===== src/design/vector_normalizer_core_defines.svh =====
// assertion helpers used by vector_normalizer_core
`ifndef VECTOR_NORMALIZER_CORE_DEFINES_SVH
`define VECTOR_NORMALIZER_CORE_DEFINES_SVH

// checked only outside reset
`define VN_ASSERT(lbl, prop) \
  lbl: assert property (@(posedge clk) disable iff (rst) prop) else $error("check failed");

// checked at every edge, reset included
`define VN_ASSERT_ALWAYS(lbl, prop) \
  lbl: assert property (@(posedge clk) prop) else $error("check failed");

`endif


===== src/design/vn_pkg.sv =====
`default_nettype none
package vn_pkg;
  localparam int COMPONENT_WIDTH = 32;
  localparam int LANES = 4;
  localparam int OUT_WIDTH = 32;
  localparam int OUT_FRAC = 30;
  localparam int SQ_WIDTH = 2 * COMPONENT_WIDTH;
  localparam int SUM_WIDTH = SQ_WIDTH + 1;
  localparam int DIV_STEPS = 2 * OUT_FRAC + 1;
  localparam int Q_WIDTH = DIV_STEPS;
  localparam int SQRT_STEPS = OUT_FRAC + 1;
  localparam int MAG_WIDTH = OUT_FRAC + 1;
  localparam int CC_WIDTH = 3;
  localparam logic [CC_WIDTH-1:0] CC_THREE = 3'd3;
  localparam logic [CC_WIDTH-1:0] CC_RESET = 3'd4;

  typedef struct packed {
    logic valid;
    logic neg;
    logic zero;
  } side_t;
endpackage
`default_nettype wire


===== src/design/vn_square.sv =====
`default_nettype none
module vn_square (
  input  wire logic                                  clk,
  input  wire logic                                  en,
  input  wire logic                                  used,
  input  wire logic [vn_pkg::COMPONENT_WIDTH-1:0]    comp,
  output logic      [vn_pkg::SQ_WIDTH-1:0]           sq,
  output logic                                       neg
);
  logic [vn_pkg::COMPONENT_WIDTH-1:0] mag;
  logic                               neg_a;
  logic                               used_a;

  always_ff @(posedge clk) begin
    if (en) begin
      neg_a  <= comp[vn_pkg::COMPONENT_WIDTH-1];
      mag    <= comp[vn_pkg::COMPONENT_WIDTH-1] ? (~comp + 1'b1) : comp;
      used_a <= used;
      neg    <= neg_a;
      // an unused lane contributes nothing and divides to zero
      sq     <= used_a ? (vn_pkg::SQ_WIDTH'(mag) * vn_pkg::SQ_WIDTH'(mag))
                       : '0;
    end
  end
endmodule
`default_nettype wire


===== config.mk =====
export PLATFORM = sky130hd
export DESIGN_NAME = vn_square
export DESIGN_NICKNAME = d
export VERILOG_FILES = /design/src/design/vector_normalizer_core_defines.svh /design/src/design/vn_pkg.sv /design/src/design/vn_square.sv
export SDC_FILE = /design/constraint.sdc
export NUM_CORES = 2
export LEC_CHECK = 0
export ABC_CLOCK_PERIOD_IN_PS = 17900
export BUFFER_PORTS_ARGS = -buffer_cell sky130_fd_sc_hd__buf_2
export CORE_MARGIN = 2
export CORE_UTILIZATION = 70
export CTS_CLUSTER_DIAMETER = 120
export DETAILED_ROUTE_END_ITERATION = 8
export GPL_ROUTABILITY_DRIVEN = 0
export PLACE_DENSITY = 0.88
export SLEW_MARGIN = 5
export SYNTH_ARGS = -nofsm -noshare
export SYNTH_HDL_FRONTEND = slang
export SYNTH_SLANG_ARGS = --single-unit
export TNS_END_PERCENT = 100

===== constraint.sdc =====
create_clock -name clk -period 17.9 [get_ports clk]
set_clock_uncertainty 0.2 [all_clocks]
set_input_delay 3.58 -clock clk [delete_from_list [all_inputs] [get_ports clk]]
set_output_delay 3.58 -clock clk [all_outputs]
set_load 0.1 [all_outputs]

# Word-level counts from Yosys, hierarchy flattened
# Cells that the tools add are included.
classes:
  n_mul: 1
  bitwise_logic: 1
  n_addsub: 1
  muxes: 1
ops:
  columns: ["operator", "n"]
  rows:
  - ["multiplier 32 x 32 -> 64 bit", 1]
  - ["adder 32 x 1 -> 32 bit, second input constant", 1]
  - ["NOT 32 bit", 1]
  - ["two-way mux 31 bit", 1]
word_totals:
  reg_bits: 99
  in_bits: 35
  output_inout_bits: 65
  word_cells: 10

# Logic depth before layout (Yosys ltp)
depth:
  depth_word: 3
  ltp_mapped: 30
  depth_no_buf: 27

# Least setup slack after synthesis
# Ideal clock, no wire load.
synth_timing:
  path_type: "reg-to-reg"
  start: "register mag[26] in the netlist's numbering"
  end: "register sq[63] in the netlist's numbering (data pin)"
  t_required_ns: 17.440
  path_buffers: 3
  arrival_ns: 7.806
  setup_ns: 0.260
  path_stages_with_launch: 28
  setup_slack_ns: 9.633
  synth_period_minus_slack_ns: 8.267
  cell_sequence: "edfxtp_1 > clkbuf_1 > clkbuf_1 > nand2_1 > fa_1 > fa_1 > inv_1 > fa_1 > inv_1 > fa_1 > inv_1 > fa_1 > fa_1 > fa_1 > inv_1 > fa_1 > inv_1 > ha_1 > buf_2 > nand4_1 > or3_1 > or4_1 > and3_1 > o211a_1 > o41a_1 > o21ai_2 > a21oi_1 > mux2_4"
synth_between:
  elab_chain_len: 1
synth_rtl:
  columns: ["item", "line", "rtl"]
  rows:
  - ["from (decl)", "vn_square.sv:10", "logic [vn_pkg::COMPONENT_WIDTH-1:0] mag;"]
  - ["from (signal assigned)", "vn_square.sv:17", "mag <= comp[vn_pkg::COMPONENT_WIDTH-1] ? (~comp + 1'b1) : comp;"]
  - ["multiplier 32 x 32 -> 64 bit", "vn_square.sv:21", "sq <= used_a ? (vn_pkg::SQ_WIDTH'(mag) * vn_pkg::SQ_WIDTH'(mag))"]
  - ["to (signal assigned)", "vn_square.sv:21", null]
  - ["to (decl)", "vn_square.sv:7", "output logic [vn_pkg::SQ_WIDTH-1:0] sq,"]
# No other way between the ends.
# A chain may end at the register's enable or synchronous reset.

# Final worst setup path
layout_timing:
  start: "register mag[4] in the netlist's numbering"
  end: "register sq[56] in the netlist's numbering (data pin)"
# Same word-level chain as after synthesis.

==> flow_metrics.py <==
metrics = {
    "routing": {
        "antenna_left": 0,
        "drc": 0,
        "viasPerCell": 6.03,
        "firstDrtPassIters": 6,
        "drt_wl_total_um": 91800,
        "wl_per_cell_um": 22.4,
        "vias": 24700,
        "drtIter0Drc": 2416,
    },
    "logic_synthesis": {
        "synth-edff-count": 98,
        "ys_ff_latch": 98,
        "synth.most_common_cell": "inv_1",
        "synthCells": 3479,
        "synthTopCellsByCount": "inv_1, fa_1, nand2_1",
        "syn-mean-instance-area_um2": 9.65,
        "syn_area_um2": 33600,
        "synth_top_area_share_pct": 47.2,
        "synth.area.top_cells": "fa_1, ha_1, inv_1",
        "ys.flop_type": "edfxtp_1",
        "synthArstFlopShare_pct": 0,
        "syn_nets": 4608,
        "ys_warn_count": 0,
        "ys_seq_area_share_pct": 8.77,
        "yosys.area.top_type": "fa_1",
        "synth.distinct_cells": 63,
    },
    "worst_setup_path": {
        "critical_path_class": "register to register",
        "critPathCaptureType": "register",
        "worstRegToRegCells": 27,
        "path_max_fanout": 21,
        "setup.worst_path.start_class": "register",
        "critPathArrivalTime_ns": 9.28,
        "cp.required_ns": 17.87,
    },
    "clocking": {
        "clk_path_buf_depth": 2,
        "h-tree-depth": 3,
        "numCtsBuffers": 9,
        "postCtsSetupRepairBufs": 0,
        "postCtsHoldBufs": 0,
        "cts_root_buf": "clkbuf_16",
        "path_clk_slew_ns": 0.09,
        "clkSinkCount": 98,
        "tritoncts": "yes",
        "cts_resized": 0,
        "clk_latency_ns": 0.42,
    },
    "global_route": {
        "antenna_found_initial": 0,
        "grt_pass1_wl_um": 147000,
        "grtUsageTotal_pct": 39.2,
        "grt-ovfl-total": 0,
        "grt_max_degree": 73,
        "grt_pass1_vias": 28200,
    },
    "die": {
        "die_x_um": 223,
        "start_util_pct": 70.6,
        "die-area_um2": 49700,
        "row_count": 80,
        "io_pins": 100,
        "die_h_um": 223,
        "coreArea_um2": 47500,
    },
    "sta": {
        "setup_violations": 0,
        "relSlewSlack_pct": 30.3,
        "hold_violations": 0,
        "setup_tns_ns": 0,
        "rsz0062_at_grt": "false",
        "worst_pin_slew_ns": 1.05,
        "fin_crit_ns": 9.31,
        "fmax_mhz": 107,
        "fin_crit_sh_pct": 52.0,
        "slew_viol_final": 0,
    },
    "placed_design": {
        "dpl.hpwl_um": 73900,
        "portBuffers": 98,
        "placedCellCount": 4089,
    },
    "min_path": {
        "hp-class": "register to register",
        "hold_depth": 0,
    },
    "cells_and_area": {
        "synthToLayoutAreaGrowth_pct": 3.82,
        "nNetsFinal": 4614,
        "fin_util_pct": 73.3,
        "drive_gt1_share_pct": 4.90,
        "fin_cells": 4105,
    },
    "outcome": {
        "status": "completed",
    },
    "run": {
        "max_cap_violations": 0,
    },
}
[kinds of logic (layout without fill, tap and decap cells)]
logic type                 after synthesis  in the layout  share of synthesized area [%]
DFF                                     98             98                           8.77
buffers and inverters                 1105           1115                           12.4
AOI/OAI and AO/OA                      259            259                           5.02
other                                    1              2                         0.0112
xor gates and xnor gates               125            125                           3.26
muxes                                    7              7                          0.227
adders and majority gates             1094           1094                           58.5
and+or+nand+nor                        790            790                           11.8
[registers in the layout, summed over array words and instances, names as in the netlist]
name	cells
used_a	1
mag	32
neg_a	1
neg	1
sq	63
[metrics by stage]
stage                     setup slack, ns  instance area, µm²  hold slack, ns
final                                8.59               34900           0.225
after global placement               8.97               34600           0.204
after CTS                            8.79               34800           0.225
after floorplan                      9.63               33600           0.200
after global routing                 8.42               34800           0.230
after detailed placement             8.80               34600           0.205
[area by class of cell]
class | instances | area, µm²
multi-input combinational | 2276 | 26500
fill | 3071 | 12700
inverter | 966 | 3630
sequential | 98 | 2940
tap | 615 | 769
timing repair buffer | 134 | 763
clock buffer | 9 | 225
clock inverter | 6 | 72.6
antenna | 1 | 2.50
[placed cells by master, fill, tap and decap left out, types with 71 or more instances in the layout]
cell type	n
a21oi_1	71
and2_1	284
buf_2	97
edfxtp_1	98
fa_1	792
ha_1	302
inv_1	965
nand2_1	307
nor2_1	75
xnor2_1	81
[path summary, 6_finish.rpt]
check	startpoint	endpoint	slack, ns
worst max-delay path	mag[4]	sq[56]	8.59
worst min-delay path	neg_a	neg	0.22
worst max register to register	mag[4]	sq[56]	8.59
worst min register to register	neg_a	neg	0.22
[metal layers]
layer	global-route usage [%]	vias to the layer above	part of all wire (%)
met5	0	-	0
met4	29.3	0	9.0
met3	8.38	561	10
met2	64.1	1628	48
met1	46.0	12300	33
li1	-	10300	-
[worst max-delay path, cell delays in order (launching register included)]
cell	delay, ns
edfxtp_1	0.85
buf_4	0.43
nand2_1	0.16
xor2_1	0.19
ha_1	0.22
o21bai_1	0.18
fa_1	0.55
inv_1	0.06
fa_1	0.50
fa_1	0.57
inv_1	0.06
fa_1	0.51
inv_1	0.06
fa_1	0.53
inv_1	0.05
fa_1	0.50
fa_1	0.41
ha_1	0.42
nand3_1	0.12
nor2_1	0.15
or4b_1	0.48
a31oi_1	0.28
o2111ai_1	0.30
a21oi_1	0.50
a21oi_1	0.23
o21bai_1	0.25
xnor2_1	0.09
and2_1	0.16
Power is not shown: default switching activity piles up to over one toggle a cycle in this logic, so the estimate is an artifact.
