--- config.mk ---
export PLATFORM = sky130hd
export DESIGN_NAME = vn_merge
export DESIGN_NICKNAME = d
export VERILOG_FILES = /design/src/design/vector_normalizer_core_defines.svh /design/src/design/vn_pkg.sv /design/src/design/vn_merge.sv
export SDC_FILE = /design/constraint.sdc
export NUM_CORES = 1
export LEC_CHECK = 0
export ABC_AREA = 1
export BUFFER_PORTS_ARGS = -buffer_cell sky130_fd_sc_hd__clkbuf_2
export CORE_AREA = 2 2 235 237
export CTS_BUF_LIST = sky130_fd_sc_hd__clkbuf_8
export CTS_CLUSTER_SIZE = 8
export DETAILED_ROUTE_END_ITERATION = 10
export DIE_AREA = 0 0 237 239
export GPL_TIMING_DRIVEN = 0
export PLACE_DENSITY_LB_ADDON = 0.1
export RECOVER_POWER = 25
export SLEW_MARGIN = 20
export SYNTH_ARGS = -nofsm -noshare
export SYNTH_HDL_FRONTEND = slang
export SYNTH_SLANG_ARGS = --single-unit
--- constraint.sdc ---
create_clock -name clk -period 4.45 [get_ports clk]
set_input_delay 0.2225 -clock clk [delete_from_list [all_inputs] [get_ports clk]]
set_output_delay 0.2225 -clock clk [all_outputs]
set_load 0.05 [all_outputs]
--- src/design/vector_normalizer_core_defines.svh ---
// assertion helpers used by vector_normalizer_core
`ifndef VECTOR_NORMALIZER_CORE_DEFINES_SVH
`define VECTOR_NORMALIZER_CORE_DEFINES_SVH

// checked only outside reset
`define VN_ASSERT(lbl, prop) \
  lbl: assert property (@(posedge clk) disable iff (rst) prop) else $error("check failed");

// checked at every edge, reset included
`define VN_ASSERT_ALWAYS(lbl, prop) \
  lbl: assert property (@(posedge clk) prop) else $error("check failed");

`endif

--- src/design/vn_pkg.sv ---
`default_nettype none
package vn_pkg;
  localparam int COMPONENT_WIDTH = 32;
  localparam int LANES = 4;
  localparam int OUT_WIDTH = 32;
  localparam int OUT_FRAC = 30;
  localparam int SQ_WIDTH = 2 * COMPONENT_WIDTH;
  localparam int SUM_WIDTH = SQ_WIDTH + 1;
  localparam int DIV_STEPS = 2 * OUT_FRAC + 1;
  localparam int Q_WIDTH = DIV_STEPS;
  localparam int SQRT_STEPS = OUT_FRAC + 1;
  localparam int MAG_WIDTH = OUT_FRAC + 1;
  localparam int CC_WIDTH = 3;
  localparam logic [CC_WIDTH-1:0] CC_THREE = 3'd3;
  localparam logic [CC_WIDTH-1:0] CC_RESET = 3'd4;

  typedef struct packed {
    logic valid;
    logic neg;
    logic zero;
  } side_t;
endpackage
`default_nettype wire

--- src/design/vn_merge.sv ---
`default_nettype none
module vn_merge (
  input  wire logic                          clk,
  input  wire logic                          rst,
  input  wire logic                          en,
  input  wire logic                          valid_in,
  input  wire logic [vn_pkg::SQ_WIDTH-1:0]   sq_in  [vn_pkg::LANES],
  input  wire logic                          neg_in [vn_pkg::LANES],
  output logic      [vn_pkg::SQ_WIDTH-1:0]   sq_out [vn_pkg::LANES],
  output logic      [vn_pkg::SUM_WIDTH-1:0]  sum,
  output vn_pkg::side_t                      side   [vn_pkg::LANES]
);
  logic [vn_pkg::SUM_WIDTH-1:0] sum_next;
  logic                         valid;
  logic                         zero;
  logic                         neg    [vn_pkg::LANES];

  always_comb begin
    sum_next = '0;
    for (int i = 0; i < vn_pkg::LANES; i++) begin
      sum_next = sum_next + vn_pkg::SUM_WIDTH'(sq_in[i]);
    end
  end

  always_ff @(posedge clk) begin
    if (rst) begin
      valid <= 1'b0;
    end else if (en) begin
      valid <= valid_in;
    end
  end

  always_ff @(posedge clk) begin
    if (en) begin
      sum  <= sum_next;
      zero <= (sum_next == '0);
      for (int i = 0; i < vn_pkg::LANES; i++) begin
        sq_out[i] <= sq_in[i];
        neg[i]    <= neg_in[i];
      end
    end
  end

  always_comb begin
    for (int i = 0; i < vn_pkg::LANES; i++) begin
      side[i].valid = valid;
      side[i].neg   = neg[i];
      side[i].zero  = zero;
    end
  end
endmodule
`default_nettype wire

**Word-level counts from Yosys, hierarchy flattened**

Memory sizes are Yosys's and may differ from the RTL's.
Index checks and enable logic that the tools add are counted.

- Flip-flop bits (word level): 323
- Memory bits (writable): 4
- Input bits: 264
- Logic and storage cells: 14
- Memories kept: 1

- $add $sub $neg: 3
- Mux-type cells: 2
- Reduce and logical (&&, ||, !) cells: 1

Memory list:

| name | words | bits a word | rd ports | clocked after memory_dff | wr ports | line | source |
|---|---|---|---|---|---|---|---|
| neg | 4 | 1 | 4 | 0 | 4 | vn_merge.sv:16 | `logic neg [vn_pkg::LANES];` |

Operators with widths:

| operator | number |
|---|---|
| $add 65x64->65 | 2 |
| $add 64x64->65 | 1 |
| $logic_not 65->1 | 1 |
| $mux 1 | 2 |

**Longest topological paths before layout**

Gate-level depths: netlist of the first run.

- Depth after elaboration: 4
- Depth in mapped cells: 25
- Mapped depth without buffers: 25

**Worst setup path before layout of the first run**

No wires, ideal clock.

- Path kind: input to register
- Start point: in sq_in[1] (netlist bit)
- End point: reg zero, data pin
- Data arrival time: 3.045 ns
- Required time: 4.312 ns
- Path slack: 1.267 ns
- Stages on the path: 19
- Path buffers: 0
- Cell sequence: fa_1 > fa_1 > ha_1 > fa_1 > nand3_1 > nand3_1 > nand3_1 > nand3_1 > nand2_1 > nand2_1 > nand2_1 > inv_1 > nor2_1 > nand2_1 > nor2_1 > nand2_1 > nor3_1 > nand3_1 > nor2_1

- Word-level cells in the longest chain between the ends: 2

Ends and longest elaborated chain:

| what | line | source |
|---|---|---|
| start, declared | vn_merge.sv:7 | `input wire logic [vn_pkg::SQ_WIDTH-1:0] sq_in [vn_pkg::LANES],` |
| $add 65x64->65 | vn_merge.sv:21 | `sum_next = sum_next + vn_pkg::SUM_WIDTH'(sq_in[i]);` |
| $logic_not 65->1 | vn_merge.sv:36 | `zero <= (sum_next == '0);` |
| end signal, assigned | vn_merge.sv:36 |  |
| end, declared | vn_merge.sv:15 | `logic zero;` |

No other way between the ends.
A chain may end at the register's enable or synchronous reset.

**Worst setup path after layout of the first run**

Same ends and word-level chain as after synthesis.

==> results of run 1 <==
## power breakdown
part | switching, µW | internal [µW]
registers | 117 | 4020
logic | 5020 | 1900
clock network | 1290 | 1490
## worst max-delay path: cells and delay by family
family        cells  cell delay, ns
fa+ha+maj         4            1.69
buf+inv           3            0.71
simple gates     14            2.00
## metal layers
metal	GRT usage (%)	part of all wire [%]	wire, µm
met4	7.02	3.0	1860
met1	26.1	41	25400
met3	4.05	5.0	3120
met2	39.7	51	31600
met5	0	0	0
## state kept, by name (all words and copies together) (netlist names)
signal / count
sq_out: 256
neg: 4
sum: 65
zero: 1
valid: 1
## what timing repair did
item,CTS,global route
resized for setup,0,1
hold endpoints to repair,262,0
setup buffers,0,0
setup endpoints to repair,0,1
hold buffers,262,0
## cells in the final DEF (no fill, tap or decap), types with 3 or more instances in the layout
master         count
nor2_1            92
ha_1              64
nand3b_1          20
clkbuf_8          58
o21bai_1           3
xnor2_1           18
nand2_2           12
fa_1             128
o21ai_0            6
clkinv_1          23
inv_1            739
bufinv_16          5
buf_4             12
xor2_1             3
clkbuf_2         434
inv_2             14
edfxtp_1         326
nand2_1          670
buf_16             3
clkbuf_1         160
nor3_1            11
nand3_1           47
nor4_1             3
clkinv_2           5
a21oi_1           36
nor3_2             6
nor2_2            15
dlygate4sd3_1    262
nand4_1           17
## worst max-delay path by stage
stage	start	to	slack, ns	cells after the start
finish	sq_in[1]	zero$_DFFE_PP_	0.32	21
global route	sq_in[2]	zero$_DFFE_PP_	0.03	22
CTS	sq_in[1]	zero$_DFFE_PP_	0.26	21
detailed placement	sq_in[1]	zero$_DFFE_PP_	0.11	20
global placement	en	valid$_SDFFE_PP0P_	-2.32	3
floorplan	sq_in[1]	zero$_DFFE_PP_	1.27	19
## metrics by stage
stage	hold slack [ns]	std cells	area, µm²
3_3_place_gp	0.384	3545	24100
2_1_floorplan	0.295	2245	20300
3_5_place_dp	0.387	3548	24200
4_1_cts	0.137	3915	27900
5_1_grt	0.166	3915	27700
6_report	0.169	3915	27700
## cell families (layout without fill, tap and decap cells)
family          after synthesis  count (layout)  share of synthesized area, %
simple gates                905             905                          18.7
buf+inv                     753            1719                          14.2
flops                       327             327                          48.4
fa+ha+maj                   192             192                          16.6
compound gates               46              46                          1.17
xor+xnor                     21              21                         0.908
mux                           1               1                        0.0494
## final cells by class
type / instances / area, µm² / area share (%)
Buffer: 12 / 90.1 / 0.325
Sequential cell: 327 / 9810 / 35.4
Multi-Input combinational cell: 1165 / 7570 / 27.3
Inverter: 741 / 2780 / 10.0
Tap cell: 704 / 881 / 3.17
Clock buffer: 57 / 785 / 2.83
Clock inverter: 48 / 332 / 1.19
Timing Repair Buffer: 861 / 5500 / 19.8
==> summary.txt, run 1 <==
Run status
  – Outcome: complete, no violations

Placement
  – Final GP Congestion: slightly below 0.9
  – I/O Buffers: 596
  – Post-DP HPWL: between 40 and 50 mm
  – Placement-stage worst setup slack: 0.106 ns

Timing
  – Setup ws final: 0.321 ns
  – Fmax: between 200 and 250 MHz
  – Tmin final: between 4 and 5 ns
  – Setup TNS: 0 ns
  – Max-slew headroom: 58.4%
  – Final setup fails: 0
  – Count of final hold-check violations: 0
  – Skew final: 0 ns
  – Part of the cycle the worst path needs: about 93%
  – Unrepaired setup endpoints after global routing: false
  – Worst-Margin Slew: 0.624 ns
  – Fin. max-slew vios: 0

Synthesis
  – #FFs+latches synth: 327
  – Top post-synthesis cells by area: edfxtp_1, inv_1, fa_1, nand2_1, ha_1
  – Yosys cell types: 33
  – Syn Inst Count: 2245
  – Net count after synthesis: 2701
  – Ys async rst share: 0%
  – Yosys Warn Count: 0
  – Syn Area/Cell: 9.02 µm²
  – Synth top area share: 48.3%
  – Mapped Area: 20300 µm²
  – Most common cell in the netlist: inv_1
  – Commonest cells in the synthesized netlist: inv_1, nand2_1, edfxtp_1, fa_1, nor2_1
  – Synth area leader: edfxtp_1
  – Seq/Total Area, Yosys: between 40% and 50%
  – Primary FF master, synth: edfxtp_1
  – Number of flops mapped to enable cells by yosys: 326

Detailed routing
  – Via density: roughly 4.3
  – Post-Route WL: between 60 and 70 mm
  – Initial DRC count: 630
  – DRC: 0
  – Initial DRT Pass Iterations: 7
  – Remaining antenna violation count: 0
  – DR WL/cell: between 15 and 20 µm
  – Vias: between 15000 and 20000

Hold path
  – Hold crit path type: in2reg
  – Hold path cells: 1
  – Hold path start: en
  – Worst Hold End: sq_out[178]$_DFFE_PP_

CTS
  – Worst-Skew Late Latency: approximately 0.64 ns
  – Total CTS buffers: 57
  – CTS tree: done
  – Clock slew at reported path FFs: around 0.06 ns
  – Clock sinks: roughly 330
  – H-Tree Depth: 2
  – Longest Clk Path Bufs: 3
  – CTS Root Cell: clkbuf_8

Floorplanning
  – Ports: approximately 600
  – DIE HEIGHT: about 240 µm
  – Die width: roughly 240 µm
  – Initial Util: between 30 and 40%
  – Floorplan row count: 86
  – Die ar.: between 50000 and 60000 µm²
  – Core box area: between 50000 and 60000 µm²

Setup path
  – CP max-delay cell: fa_1
  – CP endpoint kind: flip-flop
  – Critical Path RT: between 4 and 5 ns
  – Crit path cell chain: dlygate4sd3_1 > clkbuf_1 > fa_1 > fa_1 > ha_1 > fa_1 > nand3_1 > nand3_1 > nand3_1 > nand3_1 > nand2_1 > nand2_1 > nand2_1 > inv_1 > nor2_2 > nand2_1 > nor2_1 > nand2_1 > nor3_1 > nand3_1 > nor2_1
  – RR Endpoint: valid$_SDFFE_PP0P_
  – Cell count of the worst reg-to-reg path: 3
  – Worst reg2reg startpoint: valid$_SDFFE_PP0P_
  – Register-to-register setup slack: 3.25 ns
  – Critical path launch point type: input pin
  – Critical-path maximum fanout: 4
  – Crit Path Category: in2reg
  – Worst endpoint data arrival time: 4.64 ns
  – Max stage delay on crit path: ~0.57 ns

Global route
  – Pin count of the biggest net entering global routing: 93
  – First-pass GRT wire length: around 96 mm
  – Overflow after GRT: 0
  – Number of global-route vias before repair: between 15000 and 20000
  – Initial antenna violation count: 0
  – GRT Overall Usage: approximately 22%

Power and ir drop
  – Leakage: between 0.01 and 0.015 µW
  – Post-route total power: about 14000 µW
  – Max IR drop VDD: ~0.25 mV
  – Power Dens Cells: about 500 nW/µm²

Layout
  – Layout cells sized above 1: approximately 18%
  – Util after Layout: 51.1%
  – Nets@finish: roughly 3600
  – Fill cells: around 5300
  – Ant diodes: 0
  – Synth-to-Final Area Change: 37.0%

Run
  – Max Cap Viol: 0
(Power assumes the default switching activity.)
==> run 2: changes to the inputs <==
==> constraint.sdc (replaced) <==
create_clock -name clk -period 4.45 [get_ports clk]
set_input_delay 0.6675 -clock clk [delete_from_list [all_inputs] [get_ports clk]]
set_output_delay 0.6675 -clock clk [all_outputs]
set_load 0.1 [all_outputs]
==> run 2 against run 1 <==
Against the previous run: register-to-register slack better by 0.58 ns; sequential share of layout area up 3.8 points; via count decreased by 6.8%; global-route usage shrank 1.3 points; maximum frequency grew 0.92%; flip-flop and latch count stayed put; critical path depth fell by 1; largest cell class unchanged; setup slack better by 0.038 ns.
==> summary.txt, run 2 (synthesized netlist as in run 1, its figures left out) <==
Layout
  – Largest regs: sq_out (256), sum (65), neg (4) (unchanged)
  – Most flops, register: sq_out (unchanged)
  – Nets@finish: 3359 (was 3621)
  – Fill cells: 5632 (was 5336)
  – Ant diodes: 0 (unchanged)
  – Layout cells sized above 1: 17.7% (was 17.9%)
  – Util after Layout: 46.1% (was 51.1%)
  – Synth-to-Final Area Change: 23.7% (was 37.0%)
  – Largest register FFs: 256 (unchanged)
  – Fin cells: 3653 (was 3915)
  – Most frequent cells in the layout: inv_1, nand2_1, clkbuf_2, edfxtp_1, clkbuf_1 (was inv_1, nand2_1, clkbuf_2, edfxtp_1, dlygate4sd3_1)
  – Commonest non-fill, non-tap cell in the layout: inv_1 (unchanged)

Hold path
  – Worst Hold End: valid$_SDFFE_PP0P_ (was sq_out[178]$_DFFE_PP_)
  – Hold path cells: 2 (was 1)
  – Hold crit path type: in2reg (unchanged)
  – Hold path start: rst (was en)

Timing
  – Fmax: 244 MHz (was 242 MHz)
  – Final setup fails: 0 (unchanged)
  – Tmin final: 4.09 ns (was 4.13 ns)
  – Worst-Margin Slew: 0.621 ns (was 0.624 ns)
  – Count of final hold-check violations: 0 (unchanged)
  – Part of the cycle the worst path needs: 91.9% (was 92.8%)
  – Fin. max-slew vios: 0 (unchanged)
  – Hold_ws: 0.177 ns (was 0.169 ns)
  – Skew final: 0 ns (unchanged)
  – Unrepaired setup endpoints after global routing: false (unchanged)
  – Max-slew headroom: 58.6% (was 58.4%)

CTS
  – Longest Clk Path Bufs: 3 (unchanged)
  – H-Tree Depth: 2 (unchanged)
  – Clock slew at reported path FFs: 0.06 ns (about the same)
  – CTS tree: done (unchanged)
  – Clock sinks: 327 (unchanged)
  – Total CTS buffers: 57 (unchanged)
  – Post-CTS Hold Buffers: 0 (was 262)
  – Post-CTS setup buffer count: 0 (unchanged)
  – CTS Root Cell: clkbuf_8 (unchanged)
  – # resized after CTS: 0 (unchanged)
  – Worst-Skew Late Latency: 0.64 ns (about the same)

Run status
  – Outcome: complete, no violations (unchanged)

Global route
  – Met2 usage: 37.3% (was 39.7%)
  – Initial antenna violation count: 0 (unchanged)
  – GRT Overall Usage: 20.6% (was 21.9%)
  – Met3 GRT Util: 4.16% (was 4.05%)
  – Number of global-route vias before repair: 16500 (was 17900)
  – Pin count of the biggest net entering global routing: 93 (unchanged)
  – First-pass GRT wire length: 89.7 mm (was 95.8 mm)
  – GRT busiest layer: met2 (unchanged)
  – Grt met1 use: 24.9% (was 26.1%)
  – Overflow after GRT: 0 (unchanged)

Setup path
  – Critical-path maximum fanout: 4 (unchanged)
  – Critical Path RT: 4.96 ns (about the same)
  – RR Endpoint: valid$_SDFFE_PP0P_ (unchanged)
  – Worst reg2reg startpoint: valid$_SDFFE_PP0P_ (unchanged)
  – Critical path launch point type: input pin (unchanged)
  – Worst endpoint data arrival time: 4.60 ns (was 4.64 ns)
  – Register-to-register setup slack: 3.83 ns (was 3.25 ns)
  – Cell count of the worst reg-to-reg path: 2 (was 3)
  – CP endpoint kind: flip-flop (unchanged)
  – Crit Path Category: in2reg (unchanged)

Detailed routing
  – Via density: 4.34 (about the same)
  – Initial DRC count: 628 (was 630)
  – Post-Route WL: 58.6 mm (was 62.0 mm)
  – Initial DRT Pass Iterations: 5 (was 7)
  – DRC: 0 (unchanged)
  – DR WL/cell: 16.0 µm (was 15.8 µm)
  – Remaining antenna violation count: 0 (unchanged)
  – Vias: 15900 (was 17000)

Floorplanning
  – Initial Util: 37.3% (unchanged)
  – Die ar.: 56600 µm² (unchanged)
  – Ports: 597 (unchanged)
  – Core box area: 54300 µm² (unchanged)
  – DIE HEIGHT: 239 µm (unchanged)
  – Die width: 237 µm (unchanged)
  – Floorplan row count: 86 (unchanged)

Power and ir drop
  – Max IR drop VDD: 0.319 mV (was 0.248 mV)
  – Leakage: 0.0132 µW (was 0.0145 µW)
  – Power Dens Cells: 611 nW/µm² (was 498 nW/µm²)
  – Post-route total power: 15300 µW (was 13800 µW)

Run
  – Max Cap Viol: 0 (unchanged)

Placement
  – Placed cell count: 3548 (unchanged)
  – Post-DP HPWL: 49.7 mm (unchanged)
  – Final GP Congestion: 0.894 (unchanged)
  – I/O Buffers: 596 (unchanged)
## run 2: cell count changes in the layout (fill, tap and decap cells not counted)
cell and change:
dlygate4sd3_1 -262, clkbuf_1 +53, clkbuf_2 -53, nor2_1 +1, nor2_2 -1
## run 2: power breakdown
part           total, µW  internal [µW]  switching (µW)  leakage [µW]
sequential          4130           4020             115       0.00320
combinational       8420           1730            6690       0.00942
clock               2760           1480            1280      0.000624
## run 2: per-stage QoR
| step | area (µm²) | setup TNS (ns) | setup WS (ns) |
|---|---|---|---|
| 3_3_place_gp | 24100 | -860.14 | -2.76 |
| 4_1_cts | 25300 | 0 | 0.381 |
| 6_report | 25100 | 0 | 0.358 |
| 3_5_place_dp | 24200 | -0.339 | -0.339 |
| 2_1_floorplan | 20300 | 0 | 0.822 |
| 5_1_grt | 25100 | 0 | 0.0347 |
## run 2: final cells by class
type	instances	area [µm²]	share of cell area, %
Buffer	12	90.1	0.360
Clock buffer	57	785	3.13
Clock inverter	48	332	1.32
Inverter	741	2780	11.1
Multi-Input combinational cell	1165	7570	30.2
Sequential cell	327	9810	39.1
Tap cell	704	881	3.52
Timing Repair Buffer	599	2810	11.2
## run 2: how the worst max path moves through the flow
stage                        start            endpoint  cells after the start
after global placement          en  valid$_SDFFE_PP0P_                      3
after detailed placement  sq_in[1]      zero$_DFFE_PP_                     20
after CTS                 sq_in[1]      zero$_DFFE_PP_                     20
after floorplan           sq_in[1]      zero$_DFFE_PP_                     19
after global routing      sq_in[2]      zero$_DFFE_PP_                     21
final                     sq_in[1]      zero$_DFFE_PP_                     20
## run 2: layer usage
| metal | up-vias | wire [µm] | part of all wire [%] |
|---|---|---|---|
| li1 | 7964 | - | - |
| met3 | 73 | 3280 | 5.6 |
| met4 | 0 | 1370 | 2.3 |
| met2 | 387 | 29700 | 51 |
| met5 | - | 0 | 0 |
| met1 | 7427 | 24200 | 41 |
## run 2: worst max-delay path: stages
cell,delay [ns]
clkbuf_1,0.11
fa_1,0.57
fa_1,0.42
ha_1,0.25
fa_1,0.45
nand3_1,0.11
nand3_1,0.17
nand3_1,0.12
nand3_1,0.23
nand2_1,0.13
nand2_1,0.16
nand2_1,0.10
inv_1,0.04
nor2_1,0.25
nand2_1,0.12
nor2_1,0.10
nand2_1,0.05
nor3_1,0.29
nand3_1,0.16
nor2_1,0.10
